<file path="src/design/sst_pkg.sv">
// ----------------------------------------------------------------------------
// sst_pkg: shared types for the sorted score table
// Item layouts, the stored record, and the controller/datapath command and
// status bundles.
// ----------------------------------------------------------------------------
package sst_pkg;

  localparam int RANK_W  = 5;
  localparam int POS_W   = 5;
  localparam int COUNT_W = 6;

  // kind codes
  localparam logic KIND_INSERT = 1'b0;
  localparam logic KIND_READ   = 1'b1;

  typedef struct packed {
    logic               kind;
    logic [31:0]        new_id;
    logic signed [31:0] new_score;
    logic [7:0]         new_tag;
    logic [RANK_W-1:0]  read_rank;
  } in_item_t;

  typedef struct packed {
    logic               accepted;
    logic [POS_W-1:0]   insert_position;
    logic [COUNT_W-1:0] entry_count;
    logic               rank_valid;
    logic [31:0]        rank_id;
    logic signed [31:0] rank_score;
    logic [7:0]         rank_tag;
    logic [31:0]        best_id;
    logic signed [31:0] best_score;
    logic [31:0]        worst_id;
    logic signed [31:0] worst_score;
  } out_item_t;

  typedef struct packed {
    logic [31:0]        id;
    logic signed [31:0] score;
    logic [7:0]         tag;
  } record_t;

  // controller -> datapath
  typedef struct packed {
    logic load;     // capture the request, index starts at the count
    logic rd_prev;  // read the record just above the index
    logic rd_rank;  // read the record at the requested rank
    logic shift;    // move the read record down one place, index steps up
    logic place;    // store the new record at the index
    logic capture;  // latch the read record as the rank result
    logic emit;     // load the result register
  } sst_cmd_t;

  // datapath -> controller
  typedef struct packed {
    logic is_insert;
    logic full;
    logic idx_zero;
    logic prev_le;   // record read above the index scores <= new score
    logic rank_ok;
    logic out_free;
  } sst_stat_t;

endpackage

</file>
<file path="src/design/sorted_score_table_insert.sv">
// ----------------------------------------------------------------------------
// sorted_score_table_insert: ranked table of (id, score, tag) records
// Keeps up to DEPTH records in descending signed Q16.16 score order; inserts
// go ahead of equal scores, reads return the record at a rank.
// ----------------------------------------------------------------------------
// Usage:
//   req channel (req_valid / req_stall / req) carries one item: an insert
//   (kind 0) or a rank read (kind 1). rsp channel (rsp_valid / rsp_stall /
//   rsp) returns exactly one result item per request item, in order.
//   The table takes one item at a time; req_stall is high from the cycle
//   after an item is accepted until its result has gone to the output
//   register.
//   Sequence from acceptance to the result:
//     read            : a registered read at the rank (skipped when the
//                       rank is past the count), then the result
//     insert          : records scoring <= the new score move down one
//                       place from the tail upwards, then the new record is
//                       placed (rejected without a scan when full)
//   The next item is taken the cycle after the result is loaded.
//   The cost of an insert is set by the record scan: each record moved
//   takes one read and one write, from the tail upwards.
//   Result register: a finished result waits there while rsp_stall is high;
//   the block may accept the next item meanwhile, and holds that item's
//   result back until the register frees.
//   Reset (rst, synchronous): empties the table (count 0) and drops any
//   pending result. Record storage is not cleared; only ranks below the
//   count are ever read.
// ----------------------------------------------------------------------------
module sorted_score_table_insert
  import sst_pkg::*;
#(
  parameter int DEPTH = 32
) (
  input  logic      clk,
  input  logic      rst,
  input  logic      req_valid,
  output logic      req_stall,
  input  in_item_t  req,
  output logic      rsp_valid,
  input  logic      rsp_stall,
  output out_item_t rsp
);

  sst_cmd_t  cmd;
  sst_stat_t stat;

  // sequencer: insert scan / rank read / result hand-off
  sst_ctrl u_ctrl (
    .clk       (clk),
    .rst       (rst),
    .req_valid (req_valid),
    .req_stall (req_stall),
    .stat      (stat),
    .cmd       (cmd)
  );

  // record memory, count, best/worst and the result register
  sst_datapath #(
    .DEPTH (DEPTH)
  ) u_dp (
    .clk       (clk),
    .rst       (rst),
    .req       (req),
    .cmd       (cmd),
    .stat      (stat),
    .rsp_valid (rsp_valid),
    .rsp_stall (rsp_stall),
    .rsp       (rsp)
  );

endmodule

</file>
<file path="src/design/sst_datapath.sv">
// ----------------------------------------------------------------------------
// sst_datapath: record memory, scan index, count and result register
// Moves records down one place per shift command, holds best/worst records
// and builds the result item.
// ----------------------------------------------------------------------------
module sst_datapath
  import sst_pkg::*;
#(
  parameter int DEPTH = 32
) (
  input  logic      clk,
  input  logic      rst,
  input  in_item_t  req,
  input  sst_cmd_t  cmd,
  output sst_stat_t stat,
  output logic      rsp_valid,
  input  logic      rsp_stall,
  output out_item_t rsp
);

  localparam int AW   = $clog2(DEPTH);
  localparam int CW   = $clog2(DEPTH + 1);
  localparam int CMPW = CW + RANK_W;

  record_t          mem [DEPTH];
  record_t          rd_rec;
  in_item_t         item;
  logic [CW-1:0]    idx;
  logic [CW-1:0]    count;
  logic             res_accepted;
  logic [POS_W-1:0] res_pos;
  logic             res_rank_valid;
  record_t          res_rank;
  record_t          best;
  record_t          worst;
  record_t          new_rec;
  logic [AW-1:0]    rd_addr;
  logic [AW-1:0]    wr_addr;
  logic             empty;

  assign new_rec = '{id: item.new_id, score: item.new_score, tag: item.new_tag};
  assign wr_addr = AW'(idx);
  assign rd_addr = cmd.rd_prev ? AW'(idx - CW'(1)) : AW'(item.read_rank);
  assign empty   = (count == '0);

  assign stat.is_insert = (item.kind == KIND_INSERT);
  assign stat.full      = (count == CW'(DEPTH));
  assign stat.idx_zero  = (idx == '0);
  assign stat.prev_le   = (rd_rec.score <= item.new_score);
  assign stat.rank_ok   = (CMPW'(item.read_rank) < CMPW'(count));
  assign stat.out_free  = !rsp_valid || !rsp_stall;

  // record memory: one write, one registered read per cycle
  always_ff @(posedge clk) begin
    if (cmd.shift) begin
      mem[wr_addr] <= rd_rec;
    end else if (cmd.place) begin
      mem[wr_addr] <= new_rec;
    end
    if (cmd.rd_prev || cmd.rd_rank) begin
      rd_rec <= mem[rd_addr];
    end
  end

  // control state: count, result valid
  always_ff @(posedge clk) begin
    if (rst) begin
      count     <= '0;
      rsp_valid <= 1'b0;
    end else begin
      if (cmd.place) begin
        count <= count + CW'(1);
      end
      if (cmd.emit) begin
        rsp_valid <= 1'b1;
      end else if (!rsp_stall) begin
        rsp_valid <= 1'b0;
      end
    end
  end

  // payload
  always_ff @(posedge clk) begin
    if (cmd.load) begin
      item           <= req;
      idx            <= count;
      res_accepted   <= 1'b0;
      res_pos        <= '0;
      res_rank_valid <= 1'b0;
      res_rank       <= '0;
    end
    if (cmd.shift) begin
      idx <= idx - CW'(1);
    end
    if (cmd.place) begin
      res_accepted <= 1'b1;
      res_pos      <= POS_W'(idx);
      if (idx == '0) begin
        best <= new_rec;
      end
      if (idx == count) begin
        worst <= new_rec;  // appended at the tail
      end
    end
    if (cmd.capture) begin
      res_rank_valid <= 1'b1;
      res_rank       <= rd_rec;
    end
    if (cmd.emit) begin
      rsp.accepted        <= res_accepted;
      rsp.insert_position <= res_pos;
      rsp.entry_count     <= COUNT_W'(count);
      rsp.rank_valid      <= res_rank_valid;
      rsp.rank_id         <= res_rank.id;
      rsp.rank_score      <= res_rank.score;
      rsp.rank_tag        <= res_rank.tag;
      rsp.best_id         <= empty ? '0 : best.id;
      rsp.best_score      <= empty ? '0 : best.score;
      rsp.worst_id        <= empty ? '0 : worst.id;
      rsp.worst_score     <= empty ? '0 : worst.score;
    end
  end

endmodule

</file>
<file path="src/design/sst_ctrl.sv">
// ----------------------------------------------------------------------------
// sst_ctrl: sequencing for the sorted score table
// Steps an insert up from the tail one record at a time, or issues a rank
// read, then hands the result to the output register.
// ----------------------------------------------------------------------------
module sst_ctrl
  import sst_pkg::*;
(
  input  logic      clk,
  input  logic      rst,
  input  logic      req_valid,
  output logic      req_stall,
  input  sst_stat_t stat,
  output sst_cmd_t  cmd
);

  typedef enum logic [4:0] {
    ST_IDLE   = 5'b00001,
    ST_DECIDE = 5'b00010,
    ST_SCAN   = 5'b00100,
    ST_RANK   = 5'b01000,
    ST_FINISH = 5'b10000
  } state_t;

  state_t state, state_next;

  assign req_stall = (state != ST_IDLE);

  always_ff @(posedge clk) begin
    if (rst) begin
      state <= ST_IDLE;
    end else begin
      state <= state_next;
    end
  end

  always_comb begin
    state_next = state;
    cmd        = '0;
    case (state)
      ST_IDLE: begin
        if (req_valid) begin
          cmd.load   = 1'b1;
          state_next = ST_DECIDE;
        end
      end
      ST_DECIDE: begin
        if (!stat.is_insert) begin
          if (stat.rank_ok) begin
            cmd.rd_rank = 1'b1;
            state_next  = ST_RANK;
          end else begin
            state_next = ST_FINISH;
          end
        end else if (stat.full) begin
          state_next = ST_FINISH;
        end else if (stat.idx_zero) begin
          cmd.place  = 1'b1;
          state_next = ST_FINISH;
        end else begin
          cmd.rd_prev = 1'b1;
          state_next  = ST_SCAN;
        end
      end
      ST_SCAN: begin
        if (stat.prev_le) begin
          cmd.shift  = 1'b1;
          state_next = ST_DECIDE;
        end else begin
          cmd.place  = 1'b1;
          state_next = ST_FINISH;
        end
      end
      ST_RANK: begin
        cmd.capture = 1'b1;
        state_next  = ST_FINISH;
      end
      ST_FINISH: begin
        if (stat.out_free) begin
          cmd.emit   = 1'b1;
          state_next = ST_IDLE;
        end
      end
      default: begin
        state_next = ST_IDLE;
      end
    endcase
  end

endmodule

</file>
<file path="config.mk">
export PLATFORM = sky130hd
export DESIGN_NAME = sorted_score_table_insert
export DESIGN_NICKNAME = d
export VERILOG_FILES = /design/src/design/sst_pkg.sv /design/src/design/sorted_score_table_insert.sv /design/src/design/sst_datapath.sv /design/src/design/sst_ctrl.sv
export SDC_FILE = /design/constraint.sdc
export NUM_CORES = 2
export LEC_CHECK = 0
export ABC_AREA = 1
export BUFFER_PORTS_ARGS = -buffer_cell sky130_fd_sc_hd__buf_4
export CAP_MARGIN = 10
export CORE_MARGIN = 2
export CORE_UTILIZATION = 40
export DETAILED_ROUTE_END_ITERATION = 16
export HOLD_SLACK_MARGIN = 0.08
export PLACE_DENSITY = 0.61
export SLEW_MARGIN = 25
export SYNTH_ARGS = -nofsm -noshare
export SYNTH_HDL_FRONTEND = slang
export SYNTH_SLANG_ARGS = --single-unit
export TNS_END_PERCENT = 1
</file>
<file path="constraint.sdc">
create_clock -name clk -period 14.9 [get_ports clk]
set_input_delay 2.98 -clock clk [delete_from_list [all_inputs] [get_ports clk]]
set_output_delay 2.98 -clock clk [all_outputs]
set_load 0.01 [all_outputs]
</file>
# ---- Word level (Yosys, flattened, before mapping)
# Memories as Yosys holds them, arrays and structs flattened. A register that Yosys moved wholly into a read port is not among the register bits.
# Index checks and enable logic that the tools add are counted.
# Widths: inputs -> output; s select.
dict set report totals {
  ff_bits 516
  mem_bits_rw 2304
  in_bits 82
  out_inout_bits 215
  word_cells 100
  n_memories 1
}
dict set report op_classes {
  n_addsub 2
  order_cmp 2
  eq_ne 11
  muxes 41
  bitwise_logic 1
  reduce_logical 12
}
# name depth word_bits rd rd_ports_with_merged_regs write_ports line_no
set memory_table {}
lappend memory_table {u_dp.mem 32 72 1 1 1 sst_datapath.sv:25} ;# record_t mem [DEPTH];
# cell n
set ops {}
lappend ops {{$mux 72} 3}
lappend ops {{$mux 5} 10}
lappend ops {{$le 32x32->1} 1}
lappend ops {{$pmux 5 s5} 1}
lappend ops {{$mux 1} 23}
lappend ops {{$logic_not 6->1} 2}
lappend ops {{$mux 6} 2}
lappend ops {{$add 6x1->6 const B} 1}
lappend ops {{$eq 6x6->1} 1}
lappend ops {{$eq 6x6->1 const B} 1}
lappend ops {{$lt 5x6->1} 1}
lappend ops {{$reduce_and 2->1} 3}
lappend ops {{$reduce_bool 2->1} 3}
lappend ops {{$sub 6x1->6 const B} 1}
lappend ops {{$eq 5x1->1 const B} 1}
lappend ops {{$eq 5x2->1 const B} 1}
lappend ops {{$eq 5x3->1 const B} 1}
lappend ops {{$eq 5x4->1 const B} 1}
lappend ops {{$eq 5x5->1 const B} 1}
lappend ops {{$ne 5x1->1 const B} 1}
lappend ops {{$ne 2x2->1 const B} 2}
lappend ops {{$logic_not 1->1} 2}
lappend ops {{$logic_or 1x1->1} 2}
lappend ops {{$mux 2} 1}
lappend ops {{3 further kinds} 3}

# ---- Logic depth before layout (Yosys ltp)
dict set report depth {
  depth_word 9
  ltp_mapped 20
  mapped_depth_nobuf 19
}

# ---- Cells and area by module
# A second synthesis with hierarchy kept.
dict set report hier_totals {
  cells_unflattened 8930
  hier_area_um2 113685.3
}
# mod instances cells_each area_each_um2 seq_area_each_um2
set by_module_without_submodules {}
lappend by_module_without_submodules {sst_datapath 1 8869 113309.9 86603.1}
lappend by_module_without_submodules {sst_ctrl 1 61 375.4 100.1}

# ---- Worst setup path before layout
# Ideal clock, no wire load.
dict set report synth_timing {
  kind {input -> register}
  from {in rsp_stall}
  to {reg u_dp.rsp[0] (netlist name)}
  setup_time_ns 0.857
  t_arrival_ns 13.215
  required_ns 14.043
  slack_ns 0.828
  path_stages 1
  n_path_buf 0
  path_cell_list {a21oi_1}
}
dict set report synth_via {
  elab_chain_len 4
}
# element line_no
set synth_lines {}
lappend synth_lines {{start: declaration} sorted_score_table_insert.sv:40} ;# input logic rsp_stall,
lappend synth_lines {{$logic_not 1->1} sst_datapath.sv:51} ;# assign stat.out_free = !rsp_valid || !rsp_stall;
lappend synth_lines {{$logic_or 1x1->1} sst_datapath.sv:51}
lappend synth_lines {{$mux 1} sst_ctrl.sv:79} ;# if (stat.out_free) begin
lappend synth_lines {{$mux 1} sst_ctrl.sv:40} ;# case (state)
# No other way between the ends.
# A chain may end at the register's enable or synchronous reset.

# ---- Worst setup path after layout
dict set report layout_timing {
  from {reg u_dp.idx[0]}
  to {reg u_dp.rd_rec[20] (netlist name)}
}
dict set report layout_via {
  elab_chain_len 6
  word_cells_on_any_way 8
  cone_classes {1 x add/sub; 5 x mux; 2 x reduce/logical}
}
# element line_no
set layout_lines {}
lappend layout_lines {{start: declaration} sst_datapath.sv:28} ;# logic [CW-1:0] idx;
lappend layout_lines {{start signal: assignment} sst_datapath.sv:86} ;# idx <= count;
lappend layout_lines {{start signal: assignment} sst_datapath.sv:93} ;# idx <= idx - CW'(1);
lappend layout_lines {{$logic_not 6->1} sst_datapath.sv:48} ;# assign stat.idx_zero = (idx == '0);
lappend layout_lines {{$mux 1} sst_ctrl.sv:57} ;# end else if (stat.idx_zero) begin
lappend layout_lines {{$mux 1} sst_ctrl.sv:55} ;# end else if (stat.full) begin
lappend layout_lines {{$mux 1} sst_ctrl.sv:48} ;# if (!stat.is_insert) begin
lappend layout_lines {{$mux 2} sst_ctrl.sv:40}
lappend layout_lines {{$mux 5 or $logic_or 1x1->1 (tied branches)} {sst_datapath.sv:43, sst_datapath.sv:60}}
# Parallel ways exist; a longest one is shown, timed or not.

==> flow_metrics.env <==
export IMPL_clk_latency_ns=0.87
export IMPL_pwr_share_seq_pct=52.5
export IMPL_p_total_w=0.01710
export IMPL_hp_class="register to register"
export IMPL_ys_flop_type="edfxtp_1"
export IMPL_wl_met1_um=126800
export IMPL_ys_seq_area_share_pct=76.45
export IMPL_core_region_area_um2=282000
export IMPL_rr_worst_depth=15
export IMPL_ys_ff_latch=2892
export IMPL_clkPwrFrac_pct=40.6
export IMPL_netlist_top_cells_area="edfxtp_1, nand3_1, nand2_1"
export IMPL_grt_pass1_wl_um=466400
export IMPL_layout_drive_gt1_share_pct=10.30
export IMPL_synth_fp_nets=8996
export IMPL_rows=195
export IMPL_setup_tns_ns=0
export IMPL_met2_wirelength_um=153900
export IMPL_die_h_um=536.5
export IMPL_worst_slew_pin_slew_ns=1.143
export IMPL_worstHoldStart="u_dp.res_rank[59]"
export IMPL_async_flop_share_pct=0
export IMPL_cts_sinks=2892
export IMPL_comb_power_share_pct=6.9
export IMPL_worst_path_max_delay_cell="buf_4"
export IMPL_numCtsBuffers=287
export IMPL_vias=72230
export IMPL_dieArea_um2=287800
export IMPL_fin_nets=9222
export IMPL_fin_skew_ns=0.04564
export IMPL_post_dp_cell_area_um2=119700
export IMPL_regArea_um2=86700
export IMPL_required_ns=15.62
export IMPL_hold_depth=0
export IMPL_final_area_um2=128800
export IMPL_clk_pin_slew_ns=0.07
export IMPL_grt_max_degree=210
export IMPL_h_tree_depth=5
export IMPL_syn_avg_cell_area_um2=12.78
export IMPL_syn_area_um2=113400
export IMPL_ys_warn_count=0
export IMPL_multiInputGateArea_um2=23600
export IMPL_wl_met3_um=33660
export IMPL_highest_layer="met5"
export IMPL_cts_tree="done"
export IMPL_fill_cells=24900
export IMPL_crit_top_cell="nand3_1"
export IMPL_setup_viol=0
export IMPL_crit_path_start="u_dp.idx[0]"
export IMPL_switching_share_pct=22.85
export IMPL_wirelength_um=324300
export IMPL_synthTopCellsByCount="edfxtp_1, nand2_1, nand3_1"
export IMPL_synth_top_cell_area_share_pct=76.20
export IMPL_timing_fmax_mhz=159.4
export IMPL_p_int_w=0.01319
export IMPL_rsz0062_at_grt="false"
export IMPL_ctsRootBufferMaster="clkbuf_16"
export IMPL_viasPerCell=5.531
export IMPL_vdd_drop_max_v=0.00008606
export IMPL_first_global_vias=68670
export IMPL_status="finished, final reports clean"
export IMPL_wl_per_cell_um=24.83
export IMPL_yosysTopAreaCell="edfxtp_1"
export IMPL_drc=0
export IMPL_fin_crit_ns=6.273
export IMPL_r2r_slack_ns=8.63
export IMPL_syn_to_final_growth_pct=13.54
export IMPL_hold_buffers=0
export IMPL_rr_startpoint="u_dp.idx[0]"
export IMPL_die_width_um=536.5
export IMPL_critPathMaxFanout=209
export IMPL_path_class="register to register"
export IMPL_hold_viol=0
export IMPL_fin_util_pct=45.66
export IMPL_cts_path_max_buffers=4
export IMPL_arrival_ns=6.99
export IMPL_power_switching_w=0.003908
export IMPL_drtAntennaViolNets=0
export IMPL_powerDensity_nw_per_um2=132.8
export IMPL_start_util_pct=40.21
export IMPL_dp_hpwl_um=155200
export IMPL_drtIter0Drc=9536
export IMPL_track_usage_pct=22.00
export IMPL_endpoint_kind="register"
export IMPL_cp_start_kind="register"
export IMPL_grt_antenna_before_repair=12
export IMPL_cap_violations=0
export IMPL_numPortBuffers=296
export IMPL_postSynthCellCount=8872
export IMPL_yosysUniqueCellTypes=42
export IMPL_synth_edff_count=2878
export IMPL_max_stage_delay_ns=0.91
export IMPL_report_final_slew_viol_count=0
export IMPL_routabilityCongestion=0.8166
export IMPL_yosysMostFrequentCell="edfxtp_1"
export IMPL_max_slew_margin_pct=23.77
export IMPL_drt_first_pass_iters=8
export IMPL_period_share_pct=42.10
export IMPL_io_pins=297
export IMPL_overflow=0
export IMPL_crit_chain="inv_1, ha_1, nand4_2, nand3_2, nand2_1, nand2_8, buf_4, buf_12, buf_4, nand2_1, nand3_1, nand3_1, nand3_1, nand3_1, nand2_1"
export IMPL_power_leakage_nw=45.89
export IMPL_ctsResizeCount=0
export IMPL_postCtsSetupRepairBufs=0
[area by class of cell]
class / instances / share of cell area, %
Antenna cell: 5 / 0.009717
Clock buffer: 354 / 5.937
Clock inverter: 148 / 0.9250
Inverter: 275 / 0.8210
Multi-Input combinational cell: 5171 / 18.33
Sequential cell: 2892 / 67.33
Tap cell: 3743 / 3.637
Timing Repair Buffer: 471 / 3.008
[power groups by stage]
stage / combinational, W / clock [W] / sequential, W
finish: 0.00118 / 0.00694 / 0.00898
global route: 0.00129 / 0.00733 / 0.00898
CTS: 0.00117 / 0.00703 / 0.00898
floorplan: 0.000824 / 0 / 0.00914
global placement: 0.00114 / 0 / 0.00915
detailed placement: 0.00116 / 0 / 0.00916
[metrics by stage]
| step | hold WS (ns) | std cells | setup WS [ns] |
|---|---|---|---|
| final | 0.4116 | 13060 | 8.627 |
| after global routing | 0.4154 | 13060 | 8.262 |
| after CTS | 0.4089 | 13050 | 8.739 |
| after detailed placement | 0.4045 | 12550 | 8.760 |
| after global placement | 0.4035 | 12540 | 8.961 |
| after floorplan | 0.4003 | 8872 | 0.8280 |
[cell families after synthesis]
group / share of synthesized area, %
buffers and inverters: 3.420
adder cells (fa/ha/maj): 0.4633
XOR/XNOR: 0.06951
AND/OR/NAND/NOR: 19.04
AO/OA/AOI/OAI: 0.5615
flip-flops: 76.45
[layer usage]
layer  GRT usage (%)  vias to the layer above
met3           4.211                      564
met2           36.17                     3959
met5               0                        -
met1           29.56                    35810
met4           6.796                        2
li1                -                    31900
[path summary, 6_finish.rpt]
check | end
worst max-delay path | u_dp.rd_rec[20]
worst min-delay path | u_dp.rsp[187]
worst min register to register | u_dp.rsp[187]
worst max register to register | u_dp.rd_rec[20]
[worst max-delay path, delay by kind of cell (launching register included)]
family | cells | cell delay, ns
buffers and inverters | 4 | 2.83
and+or+nand+nor | 10 | 2.20
DFF | 1 | 0.49
adders and majority gates | 1 | 0.29
[cells in the final DEF (no fill, tap or decap), types with 11 or more instances in the layout]
cell,instances
buf_12,21
clkinv_2,50
nor2_4,34
dfxtp_1,14
clkbuf_1,56
ha_1,42
o21ai_1,36
clkbuf_16,296
nor2_1,103
clkinv_1,59
o21ai_4,39
nand3_1,2179
buf_4,443
edfxtp_1,2878
bufinv_16,16
inv_1,264
inv_6,11
a21oi_1,19
nand2_1,2653
[registers in the layout, indices dropped and copies added (netlist names)]
signal               count
u_dp.best               64
u_dp.item               78
u_dp.res_pos             5
u_ctrl.state             5
u_dp.mem              2304
u_dp.rd_rec             72
u_dp.res_rank_valid      1
u_dp.idx                 6
u_dp.res_rank           72
u_dp.rsp               213
u_dp.res_accepted        1
u_dp.rsp_valid           1
u_dp.count               6
u_dp.worst              64
Note: power is estimated with default switching activity, not from simulation.
